## config.mk

```make
export PLATFORM = sky130hd
export DESIGN_NAME = greedy_word_wrap_formatter
export DESIGN_NICKNAME = d
export VERILOG_FILES = /design/src/rtl/gwwf_pkg.sv /design/src/rtl/greedy_word_wrap_formatter.sv /design/src/rtl/gwwf_ram.sv /design/src/rtl/gwwf_cmd_fifo.sv /design/src/rtl/gwwf_front.sv /design/src/rtl/gwwf_back.sv
export SDC_FILE = /design/constraint.sdc
export NUM_CORES = 1
export LEC_CHECK = 0
export BUFFER_PORTS_ARGS = -buffer_cell sky130_fd_sc_hd__buf_2
export CELL_PAD_IN_SITES_DETAIL_PLACEMENT = 1
export CELL_PAD_IN_SITES_GLOBAL_PLACEMENT = 1
export CORE_MARGIN = 2
export CORE_UTILIZATION = 45
export CTS_BUF_LIST = sky130_fd_sc_hd__clkbuf_4
export DETAILED_ROUTE_END_ITERATION = 12
export PLACE_DENSITY_LB_ADDON = 0.1
export SYNTH_ARGS = -nofsm -noshare
export SYNTH_HDL_FRONTEND = slang
export SYNTH_SLANG_ARGS = --single-unit
```

## constraint.sdc

```tcl
create_clock -name clk -period 4.7 [get_ports clk]
set_clock_uncertainty 0.2 [all_clocks]
set_input_delay 0.705 -clock clk [delete_from_list [all_inputs] [get_ports clk]]
set_output_delay 0.705 -clock clk [all_outputs]
set_load 0.01 [all_outputs]
```

## src/rtl/gwwf_pkg.sv

```systemverilog
`default_nettype none

package gwwf_pkg;

  localparam logic [7:0] CH_SPACE   = 8'd32;
  localparam logic [7:0] CH_NEWLINE = 8'd10;

  localparam int         COL_W   = 7;
  localparam logic [6:0] COL_MAX = 7'd127;
  localparam int         WL_W    = 6;

  localparam int Q_DEPTH = 4;
  localparam int QP_W    = 2;

  localparam int CFG_AW = 2;
  localparam int CFG_DW = 7;

  localparam logic [CFG_AW-1:0] REG_FILL_ON        = 2'd0;
  localparam logic [CFG_AW-1:0] REG_LEFT_MARGIN    = 2'd1;
  localparam logic [CFG_AW-1:0] REG_LINE_WIDTH     = 2'd2;
  localparam logic [CFG_AW-1:0] REG_DOUBLE_SPACING = 2'd3;

  typedef enum logic [1:0] {
    POST_NONE,
    POST_BYTE,
    POST_EOL,
    POST_BLANK
  } post_t;

  typedef struct packed {
    logic            place;
    logic [WL_W-1:0] len;
    logic            trunc;
    logic            bank;
    post_t           post;
    logic [7:0]      ch;
  } cmd_t;

  typedef enum logic [3:0] {
    ST_IDLE,
    ST_PLACE,
    ST_NL1,
    ST_NL2,
    ST_PAD,
    ST_SEP,
    ST_WORD,
    ST_POST1,
    ST_POST2
  } back_state_t;

endpackage

`default_nettype wire

```

## src/rtl/greedy_word_wrap_formatter.sv

```systemverilog
// Greedy word wrap formatter.
// The slave stream takes one text byte per beat on s_tdata; s_tlast marks the
// end of a document, and the byte on that beat is ignored. The master stream
// gives the formatted text one byte per beat; m_tlast is set on the final
// byte caused by an input beat and m_tuser flags bytes of a word that was cut
// to WORD_MAX characters. Input beats that produce nothing (word characters
// in fill mode) give no output beat at all.
// Four registers are written through cfg_we, cfg_addr and cfg_data: fill
// enable, left margin, line width and double spacing, all zero after reset.
// The front end accepts a beat per cycle while its four-entry command queue
// has room and fewer than two finished words wait in the two-bank word store.
// The back end sends one byte per cycle while the receiver takes them, but none
// while it pops a command or makes the fit decision. A word after one space goes
// through pop, fit decision, space and its bytes; a passed-through byte goes
// through pop and the byte.
// When the receiver stalls, the output register holds its beat, the back end
// waits, and the queue then fills until s_tready drops.
// Reset empties the queue, sets the column to zero and the line-start flag;
// the word store is not cleared and needs no clearing pass.
`default_nettype none

module greedy_word_wrap_formatter #(
  parameter int WORD_MAX = 32
) (
  input  wire logic                         clk,
  input  wire logic                         rst,
  input  wire logic                         s_tvalid,
  output logic                              s_tready,
  input  wire logic [7:0]                   s_tdata,   // [7:0] char_in
  input  wire logic                         s_tlast,
  output logic                              m_tvalid,
  input  wire logic                         m_tready,
  output logic [7:0]                        m_tdata,   // [7:0] char_out
  output logic                              m_tlast,
  output logic                              m_tuser,   // [0] word_truncated
  input  wire logic                         cfg_we,
  input  wire logic [gwwf_pkg::CFG_AW-1:0]  cfg_addr,
  input  wire logic [gwwf_pkg::CFG_DW-1:0]  cfg_data
);
  import gwwf_pkg::*;

  localparam int IDX_W = $clog2(WORD_MAX);
  localparam int DEPTH = 2 * (2 ** IDX_W);

  logic       fill_on;
  logic [3:0] left_margin;
  logic [6:0] line_width;
  logic       double_spacing;

  cmd_t       q_in;
  cmd_t       q_head;
  logic       q_push;
  logic       q_pop;
  logic       q_full;
  logic       q_empty;
  logic       word_done;
  logic       ram_we;
  logic [IDX_W:0] ram_waddr;
  logic [IDX_W:0] ram_raddr;
  logic [7:0] ram_wdata;
  logic [7:0] ram_rdata;

  always_ff @(posedge clk) begin
    if (rst) begin
      fill_on        <= 1'b0;
      left_margin    <= '0;
      line_width     <= '0;
      double_spacing <= 1'b0;
    end else if (cfg_we) begin
      case (cfg_addr)
        REG_FILL_ON:        fill_on        <= cfg_data[0];
        REG_LEFT_MARGIN:    left_margin    <= cfg_data[3:0];
        REG_LINE_WIDTH:     line_width     <= cfg_data[6:0];
        REG_DOUBLE_SPACING: double_spacing <= cfg_data[0];
        default: begin
        end
      endcase
    end
  end

  gwwf_front #(
    .WORD_MAX(WORD_MAX)
  ) u_front (
    .clk       (clk),
    .rst       (rst),
    .s_tvalid  (s_tvalid),
    .s_tready  (s_tready),
    .s_tdata   (s_tdata),
    .s_tlast   (s_tlast),
    .fill_on   (fill_on),
    .q_full    (q_full),
    .q_push    (q_push),
    .q_data    (q_in),
    .word_done (word_done),
    .ram_we    (ram_we),
    .ram_waddr (ram_waddr),
    .ram_wdata (ram_wdata)
  );

  gwwf_cmd_fifo u_fifo (
    .clk       (clk),
    .rst       (rst),
    .push      (q_push),
    .push_data (q_in),
    .pop       (q_pop),
    .head      (q_head),
    .full      (q_full),
    .empty     (q_empty)
  );

  gwwf_ram #(
    .WIDTH(8),
    .DEPTH(DEPTH)
  ) u_word_ram (
    .clk   (clk),
    .we    (ram_we),
    .waddr (ram_waddr),
    .wdata (ram_wdata),
    .raddr (ram_raddr),
    .rdata (ram_rdata)
  );

  gwwf_back #(
    .WORD_MAX(WORD_MAX)
  ) u_back (
    .clk            (clk),
    .rst            (rst),
    .q_empty        (q_empty),
    .q_head         (q_head),
    .q_pop          (q_pop),
    .left_margin    (left_margin),
    .line_width     (line_width),
    .double_spacing (double_spacing),
    .ram_raddr      (ram_raddr),
    .ram_rdata      (ram_rdata),
    .word_done      (word_done),
    .m_tvalid       (m_tvalid),
    .m_tready       (m_tready),
    .m_tdata        (m_tdata),
    .m_tlast        (m_tlast),
    .m_tuser        (m_tuser)
  );

endmodule

`default_nettype wire

```

## src/rtl/gwwf_ram.sv

```systemverilog
`default_nettype none

module gwwf_ram #(
  parameter int WIDTH = 8,
  parameter int DEPTH = 64
) (
  input  wire logic                     clk,
  input  wire logic                     we,
  input  wire logic [$clog2(DEPTH)-1:0] waddr,
  input  wire logic [WIDTH-1:0]         wdata,
  input  wire logic [$clog2(DEPTH)-1:0] raddr,
  output logic      [WIDTH-1:0]         rdata
);

  logic [WIDTH-1:0] mem [DEPTH];

  always_ff @(posedge clk) begin
    if (we) begin
      mem[waddr] <= wdata;
    end
    rdata <= mem[raddr];
  end

endmodule

`default_nettype wire

```

## src/rtl/gwwf_cmd_fifo.sv

```systemverilog
`default_nettype none

module gwwf_cmd_fifo (
  input  wire logic           clk,
  input  wire logic           rst,
  input  wire logic           push,
  input  wire gwwf_pkg::cmd_t push_data,
  input  wire logic           pop,
  output gwwf_pkg::cmd_t      head,
  output logic                full,
  output logic                empty
);
  import gwwf_pkg::*;

  cmd_t            mem [Q_DEPTH];
  logic [QP_W-1:0] wptr;
  logic [QP_W-1:0] rptr;
  logic [QP_W:0]   count;

  assign head  = mem[rptr];
  assign full  = (count == (QP_W+1)'(Q_DEPTH));
  assign empty = (count == '0);

  always_ff @(posedge clk) begin
    if (push) begin
      mem[wptr] <= push_data;
    end
  end

  always_ff @(posedge clk) begin
    if (rst) begin
      wptr  <= '0;
      rptr  <= '0;
      count <= '0;
    end else begin
      if (push) begin
        wptr <= wptr + 1'b1;
      end
      if (pop) begin
        rptr <= rptr + 1'b1;
      end
      case ({push, pop})
        2'b10:   count <= count + 1'b1;
        2'b01:   count <= count - 1'b1;
        default: count <= count;
      endcase
    end
  end

endmodule

`default_nettype wire

```

## src/rtl/gwwf_front.sv

```systemverilog
`default_nettype none

module gwwf_front #(
  parameter int WORD_MAX = 32
) (
  input  wire logic                         clk,
  input  wire logic                         rst,
  input  wire logic                         s_tvalid,
  output logic                              s_tready,
  input  wire logic [7:0]                   s_tdata,
  input  wire logic                         s_tlast,
  input  wire logic                         fill_on,
  input  wire logic                         q_full,
  output logic                              q_push,
  output gwwf_pkg::cmd_t                    q_data,
  input  wire logic                         word_done,
  output logic                              ram_we,
  output logic [$clog2(WORD_MAX):0]         ram_waddr,
  output logic [7:0]                        ram_wdata
);
  import gwwf_pkg::*;

  localparam int IDX_W = $clog2(WORD_MAX);

  logic [WL_W-1:0] wl;
  logic [WL_W-1:0] wl_next;
  logic            ovf;
  logic            ovf_next;
  logic            als;
  logic            als_next;
  logic            wbank;
  logic            wbank_next;
  logic [1:0]      pend;
  logic [1:0]      pend_next;
  logic            acc;
  logic            push_word;

  always_comb begin
    s_tready   = !q_full && (pend != 2'd2);
    acc        = s_tvalid && s_tready;
    q_data.place = (wl != '0);
    q_data.len   = wl;
    q_data.trunc = ovf;
    q_data.bank  = wbank;
    q_data.post  = POST_NONE;
    q_data.ch    = s_tdata;
    q_push     = 1'b0;
    wl_next    = wl;
    ovf_next   = ovf;
    als_next   = als;
    ram_we     = 1'b0;
    ram_waddr  = {wbank, wl[IDX_W-1:0]};
    ram_wdata  = s_tdata;
    if (acc) begin
      if (s_tlast) begin
        q_data.post = fill_on ? POST_EOL : POST_NONE;
        q_push      = q_data.place || fill_on;
        wl_next     = '0;
        ovf_next    = 1'b0;
        als_next    = 1'b1;
      end else if (!fill_on) begin
        q_data.post = POST_BYTE;
        q_push      = 1'b1;
        wl_next     = '0;
        ovf_next    = 1'b0;
        als_next    = (s_tdata == CH_NEWLINE);
      end else if (s_tdata == CH_NEWLINE) begin
        if (als && wl == '0) begin
          q_data.post = POST_BLANK;
          q_push      = 1'b1;
        end else begin
          q_push = q_data.place;
        end
        wl_next  = '0;
        ovf_next = 1'b0;
        als_next = 1'b1;
      end else if (s_tdata == CH_SPACE) begin
        q_push   = q_data.place;
        wl_next  = '0;
        ovf_next = 1'b0;
        als_next = 1'b0;
      end else begin
        if (wl < WL_W'(WORD_MAX)) begin
          ram_we  = 1'b1;
          wl_next = wl + 1'b1;
        end else begin
          ovf_next = 1'b1;
        end
        als_next = 1'b0;
      end
    end
    push_word  = q_push && q_data.place;
    wbank_next = push_word ? ~wbank : wbank;
    case ({push_word, word_done})
      2'b10:   pend_next = pend + 2'd1;
      2'b01:   pend_next = pend - 2'd1;
      default: pend_next = pend;
    endcase
  end

  always_ff @(posedge clk) begin
    if (rst) begin
      wl    <= '0;
      ovf   <= 1'b0;
      als   <= 1'b1;
      wbank <= 1'b0;
      pend  <= '0;
    end else begin
      wl    <= wl_next;
      ovf   <= ovf_next;
      als   <= als_next;
      wbank <= wbank_next;
      pend  <= pend_next;
    end
  end

endmodule

`default_nettype wire

```

## src/rtl/gwwf_back.sv

```systemverilog
`default_nettype none

module gwwf_back #(
  parameter int WORD_MAX = 32
) (
  input  wire logic                    clk,
  input  wire logic                    rst,
  input  wire logic                    q_empty,
  input  wire gwwf_pkg::cmd_t          q_head,
  output logic                         q_pop,
  input  wire logic [3:0]              left_margin,
  input  wire logic [6:0]              line_width,
  input  wire logic                    double_spacing,
  output logic [$clog2(WORD_MAX):0]    ram_raddr,
  input  wire logic [7:0]              ram_rdata,
  output logic                         word_done,
  output logic                         m_tvalid,
  input  wire logic                    m_tready,
  output logic [7:0]                   m_tdata,
  output logic                         m_tlast,
  output logic                         m_tuser
);
  import gwwf_pkg::*;

  localparam int IDX_W = $clog2(WORD_MAX);

  back_state_t     state;
  back_state_t     state_next;
  cmd_t            cmd;
  cmd_t            cmd_next;
  logic [COL_W-1:0] col;
  logic [COL_W-1:0] col_next;
  logic [3:0]      pad;
  logic [3:0]      pad_next;
  logic [WL_W-1:0] idx;
  logic [WL_W-1:0] idx_next;
  logic            slot;
  logic            emit;
  logic [7:0]      e_char;
  logic            e_last;
  logic            e_trunc;
  logic [7:0]      wrap_sum;
  logic [7:0]      end_sum;
  logic            last_byte;

  always_ff @(posedge clk) begin
    if (rst) begin
      state <= ST_IDLE;
    end else begin
      state <= state_next;
    end
  end

  always_comb begin
    slot       = !m_tvalid || m_tready;
    state_next = state;
    cmd_next   = cmd;
    col_next   = col;
    pad_next   = pad;
    idx_next   = idx;
    q_pop      = 1'b0;
    word_done  = 1'b0;
    emit       = 1'b0;
    e_char     = CH_SPACE;
    e_last     = 1'b0;
    e_trunc    = 1'b0;
    wrap_sum   = {1'b0, col} + 8'd1 + {2'b00, cmd.len};
    end_sum    = {1'b0, col} + {2'b00, cmd.len};
    last_byte  = (idx == cmd.len - 1'b1);
    case (state)
      ST_IDLE: begin
        if (!q_empty) begin
          q_pop      = 1'b1;
          cmd_next   = q_head;
          idx_next   = '0;
          state_next = q_head.place ? ST_PLACE : ST_POST1;
        end
      end
      ST_PLACE: begin
        if (col < {3'b000, left_margin}) begin
          pad_next   = left_margin - col[3:0];
          col_next   = {3'b000, left_margin};
          state_next = ST_PAD;
        end else if (col > {3'b000, left_margin}) begin
          if (wrap_sum > {1'b0, line_width}) begin
            pad_next   = left_margin;
            col_next   = {3'b000, left_margin};
            state_next = ST_NL1;
          end else begin
            col_next   = (col == COL_MAX) ? col : col + 1'b1;
            state_next = ST_SEP;
          end
        end else begin
          state_next = ST_WORD;
        end
      end
      ST_NL1: begin
        if (slot) begin
          emit   = 1'b1;
          e_char = CH_NEWLINE;
          if (double_spacing) begin
            state_next = ST_NL2;
          end else begin
            state_next = (pad != '0) ? ST_PAD : ST_WORD;
          end
        end
      end
      ST_NL2: begin
        if (slot) begin
          emit       = 1'b1;
          e_char     = CH_NEWLINE;
          state_next = (pad != '0) ? ST_PAD : ST_WORD;
        end
      end
      ST_PAD: begin
        if (slot) begin
          emit     = 1'b1;
          pad_next = pad - 1'b1;
          if (pad == 4'd1) begin
            state_next = ST_WORD;
          end
        end
      end
      ST_SEP: begin
        if (slot) begin
          emit       = 1'b1;
          state_next = ST_WORD;
        end
      end
      ST_WORD: begin
        if (slot) begin
          emit     = 1'b1;
          e_char   = ram_rdata;
          e_trunc  = cmd.trunc;
          e_last   = last_byte && (cmd.post == POST_NONE);
          idx_next = idx + 1'b1;
          if (last_byte) begin
            word_done  = 1'b1;
            col_next   = (end_sum > {1'b0, COL_MAX}) ? COL_MAX : end_sum[COL_W-1:0];
            state_next = (cmd.post == POST_NONE) ? ST_IDLE : ST_POST1;
          end
        end
      end
      ST_POST1: begin
        if (slot) begin
          case (cmd.post)
            POST_BYTE: begin
              emit       = 1'b1;
              e_char     = cmd.ch;
              e_last     = 1'b1;
              state_next = ST_IDLE;
            end
            POST_EOL: begin
              emit       = 1'b1;
              e_char     = CH_NEWLINE;
              e_last     = 1'b1;
              col_next   = '0;
              state_next = ST_IDLE;
            end
            POST_BLANK: begin
              emit       = 1'b1;
              e_char     = CH_NEWLINE;
              col_next   = '0;
              state_next = ST_POST2;
            end
            default: begin
              state_next = ST_IDLE;
            end
          endcase
        end
      end
      ST_POST2: begin
        if (slot) begin
          emit       = 1'b1;
          e_char     = CH_NEWLINE;
          e_last     = 1'b1;
          state_next = ST_IDLE;
        end
      end
      default: begin
        state_next = ST_IDLE;
      end
    endcase
    ram_raddr = {cmd_next.bank, idx_next[IDX_W-1:0]};
  end

  always_ff @(posedge clk) begin
    cmd <= cmd_next;
    pad <= pad_next;
    idx <= idx_next;
    if (emit) begin
      m_tdata <= e_char;
      m_tlast <= e_last;
      m_tuser <= e_trunc;
    end
  end

  always_ff @(posedge clk) begin
    if (rst) begin
      col      <= '0;
      m_tvalid <= 1'b0;
    end else begin
      col <= col_next;
      if (emit) begin
        m_tvalid <= 1'b1;
      end else if (m_tready) begin
        m_tvalid <= 1'b0;
      end
    end
  end

endmodule

`default_nettype wire

```

==> results_dict.tcl <==
set metrics [dict create \
    routabilityCongestion 0.846 \
    synth_nets 1809 \
    num_vias 16700 \
    grt_pass1_wl_mm 116 \
    ys_seq_elements 679 \
    min_period_ns 4.33 \
    finalHoldViolCount 0 \
    drt_wl_total_mm 78.2 \
    synth_warnings 0 \
    dieArea_um2 64100 \
    grt_max_degree 69 \
    min-delay-start "rst" \
    drtPass1Iterations 5 \
    setup-violations-final 0 \
    io_buffer_count 34 \
    cp.required_ns 5.39 \
    total_leakage_power_nw 10.6 \
    top_layer "met5" \
    total_power_w 0.0169 \
    cts_tree "built" \
    syn2layout_area_growth_pct 13.6 \
    max_cap_viol_count 0 \
    worstHoldEndpoint "u_fifo.wptr[0]" \
    rsz0062_at_grt "true" \
    fin_util_pct 51.5 \
    wl_met3_mm 5.04 \
    slew-limit-headroom_pct 24.2 \
    async_flop_share_pct 0 \
    drcViolationCount 0 \
    ant_nets 0 \
    ff2ff_path_depth 18 \
    met1Wirelength_mm 32.2 \
    crit_fanout 6 \
    synth_cell_types 69 \
    met2WireLength_mm 38.2 \
    synthFlopType "edfxtp_1" \
    io_pins 35 \
    whs_path_depth 2 \
    outcome "finished clean" \
    die_w_um 253 \
    drive_gt1_share_pct 25.0 \
    arrival_ns 5.01 \
    clock.fmax_mhz 231 \
    place_hpwl_mm 50.0 \
    reg2reg_slack_ns 0.37 \
    first_iter_violations 1224 \
    rows 91 \
    fin_nets 2015 \
    grt_overflow_total 0 \
    slew_violations 0 \
    antenna_found_initial 10 \
    ir_worst_vdd_v 0.000276 \
    cts_made_buffers 178 \
    cts.clk_slew.worst_paths_ns 0.06 \
    cts_buffer_depth 3 \
    post_cts_buffers 0 \
    reg2reg_from "u_back.col[0]" \
    worstMarginPinSlew_ns 1.13 \
    cts_sinks 679 \
    criticalPathCategory "flop to flop" \
    grt_pass1_vias 17900 \
    cp-start-kind "flop" \
    grt.total_usage_pct 25.2 \
    synth_enable_flop_cells 620 \
    syn_inst 1744 \
    avgRoutedWirePerCell_um 26.7 \
    syn-cell-area_um2 27900 \
    r2r-end "u_back.col[6]" \
    routed_via_density 5.71 \
    insertion_delay_ns 1.01 \
    initial_utilization_pct 45.4 \
    ys_seq_area_share_pct 70.9 \
    min_path_type "primary input to flop" \
    syn_avg_cell_area_um2 16.0 \
    endpoint_kind "flop" \
    powerDensity_nw_per_um2 532 \
    coreArea_um2 61600 \
    finalCritPeriodShare_pct 92.1 \
    die_h_um 253 \
    cts-root-buf "clkbuf_4" \
    htreeDepth 4 \
]
-- cells by family after synthesis --
logic type / share of synthesized area (%)
flops: 70.9
simple gates: 7.83
compound gates: 6.33
buf+inv: 2.26
mux: 9.66
fa+ha+maj: 1.99
xor+xnor: 1.07
-- flip-flops by register name (all words and copies together), names as in the netlist, 2 cells and up, named ones only --
register          flops
u_word_ram.rdata      8
u_word_ram.mem      512
u_back.pad            4
u_front.wl            6
u_fifo.mem           76
u_fifo.wptr           2
u_back.idx            6
u_fifo.count          3
u_back.col            7
u_front.pend          2
left_margin           4
u_back.state          4
u_fifo.rptr           2
u_back.m_tdata        8
line_width            7
u_back.cmd           18
-- critical path, cell delays in order (launching register included) --
cell      delay, ns
dfxtp_1        0.43
inv_1          0.13
ha_1           0.26
fa_1           0.46
inv_1          0.07
a21oi_1        0.06
o21bai_1       0.20
a21o_1         0.14
a21oi_1        0.08
xnor2_1        0.15
ha_1           0.31
a21oi_1        0.19
inv_1          0.06
o31ai_1        0.36
buf_4          0.21
nand3_1        0.24
nor2_1         0.35
nand2_1        0.09
a311oi_1       0.26
-- synth_stat cells, types with 6 or more instances --
master / count / area, um2
nor2b_1: 9 / 56.3
nand2_1: 128 / 480
nor3_1: 13 / 65.1
buf_2: 15 / 75.1
mux2i_1: 21 / 210
a22oi_1: 31 / 233
buf_1: 8 / 30.0
edfxtp_1: 620 / 18600
a21oi_1: 71 / 355
and2_1: 9 / 56.3
xnor2_1: 19 / 166
o21ai_0: 23 / 115
or3_1: 7 / 43.8
mux4_2: 108 / 2430
xor2_1: 15 / 131
ha_1: 38 / 475
nand2b_1: 7 / 43.8
a31oi_1: 15 / 93.8
nand3_1: 59 / 295
and4_1: 9 / 78.8
dfxtp_1: 59 / 1180
inv_1: 45 / 169
o211ai_1: 11 / 82.6
a22o_1: 6 / 52.6
clkbuf_1: 56 / 210
nor2_1: 141 / 529
and3_1: 40 / 250
a211oi_1: 39 / 293
nand4_1: 6 / 37.5
buf_4: 7 / 52.6
a311oi_1: 28 / 245
-- power by group --
group	internal (W)	leakage, nW	switching (W)
Combinational	0.00184	3.21	0.00271
Sequential	0.00691	6.07	0.000261
Clock	0.00276	1.37	0.00241
-- cell type report --
class                           instances  area, um2
Multi-Input combinational cell        926       7540
Antenna cell                            6       15.0
Clock buffer                          269       2020
Timing Repair Buffer                  119        896
Clock inverter                         42        256
Fill cell                            5960      29900
Tap cell                              837       1050
Sequential cell                       679      19800
Inverter                               46        173
-- repair_timing --
action | 4_1_cts | 5_1_grt
hold endpoints to repair | 39 | 0
hold buffers | 15 | 0
resized for setup | 2 | 1
pin swaps | 0 | 0
endpoints found under the setup margin | 2 | 2
-- metrics by stage --
step	area (um2)	cells	TNS [ns]	worst slack [ns]	hold slack [ns]
floorplan	27900	1744	0	0.849	0.258
global placement	29300	2591	-0.288	-0.248	0.276
detailed placement	29300	2591	-0.421	-0.303	0.304
CTS	31700	2917	0	0.189	0.00741
global route	31700	2923	-0.000391	-0.000391	0.0318
finish	31700	2924	0	0.373	0.0928
-- worst max-delay path by stage --
stage | start | slack, ns | cells past startpoint | to
2_1_floorplan | u_back.col[0] | 0.85 | 17 | u_back.col[3]
3_3_place_gp | u_front.wl[4] | -0.25 | 15 | u_fifo.count[2]
3_5_place_dp | u_front.wl[4] | -0.30 | 15 | u_fifo.count[2]
4_1_cts | u_front.wl[4] | 0.19 | 15 | u_fifo.count[2]
5_1_grt | u_back.col[0] | -0.0004 | 18 | u_back.col[6]
6_report | u_back.col[0] | 0.37 | 18 | u_back.col[6]
-- layer usage --
metal | vias to the layer above | track usage, %
li1 | 7384 | -
met1 | 8613 | 31.8
met2 | 518 | 40.7
met3 | 170 | 7.06
met4 | 10 | 11.1
met5 | - | 0
-- cells in the final DEF, fill, tap and decap left out, types with 28 or more instances in the layout --
| master | count |
|---|---|
| and3_1 | 40 |
| inv_1 | 44 |
| mux4_2 | 108 |
| dfxtp_1 | 59 |
| a311oi_1 | 28 |
| clkbuf_4 | 270 |
| nand2_1 | 128 |
| a22oi_1 | 31 |
| a211oi_1 | 39 |
| buf_2 | 34 |
| ha_1 | 38 |
| edfxtp_1 | 620 |
| a21oi_1 | 70 |
| buf_4 | 65 |
| nand3_1 | 59 |
| clkinv_1 | 28 |
| nor2_1 | 138 |
Note: power is estimated with default switching activity, not from simulation.
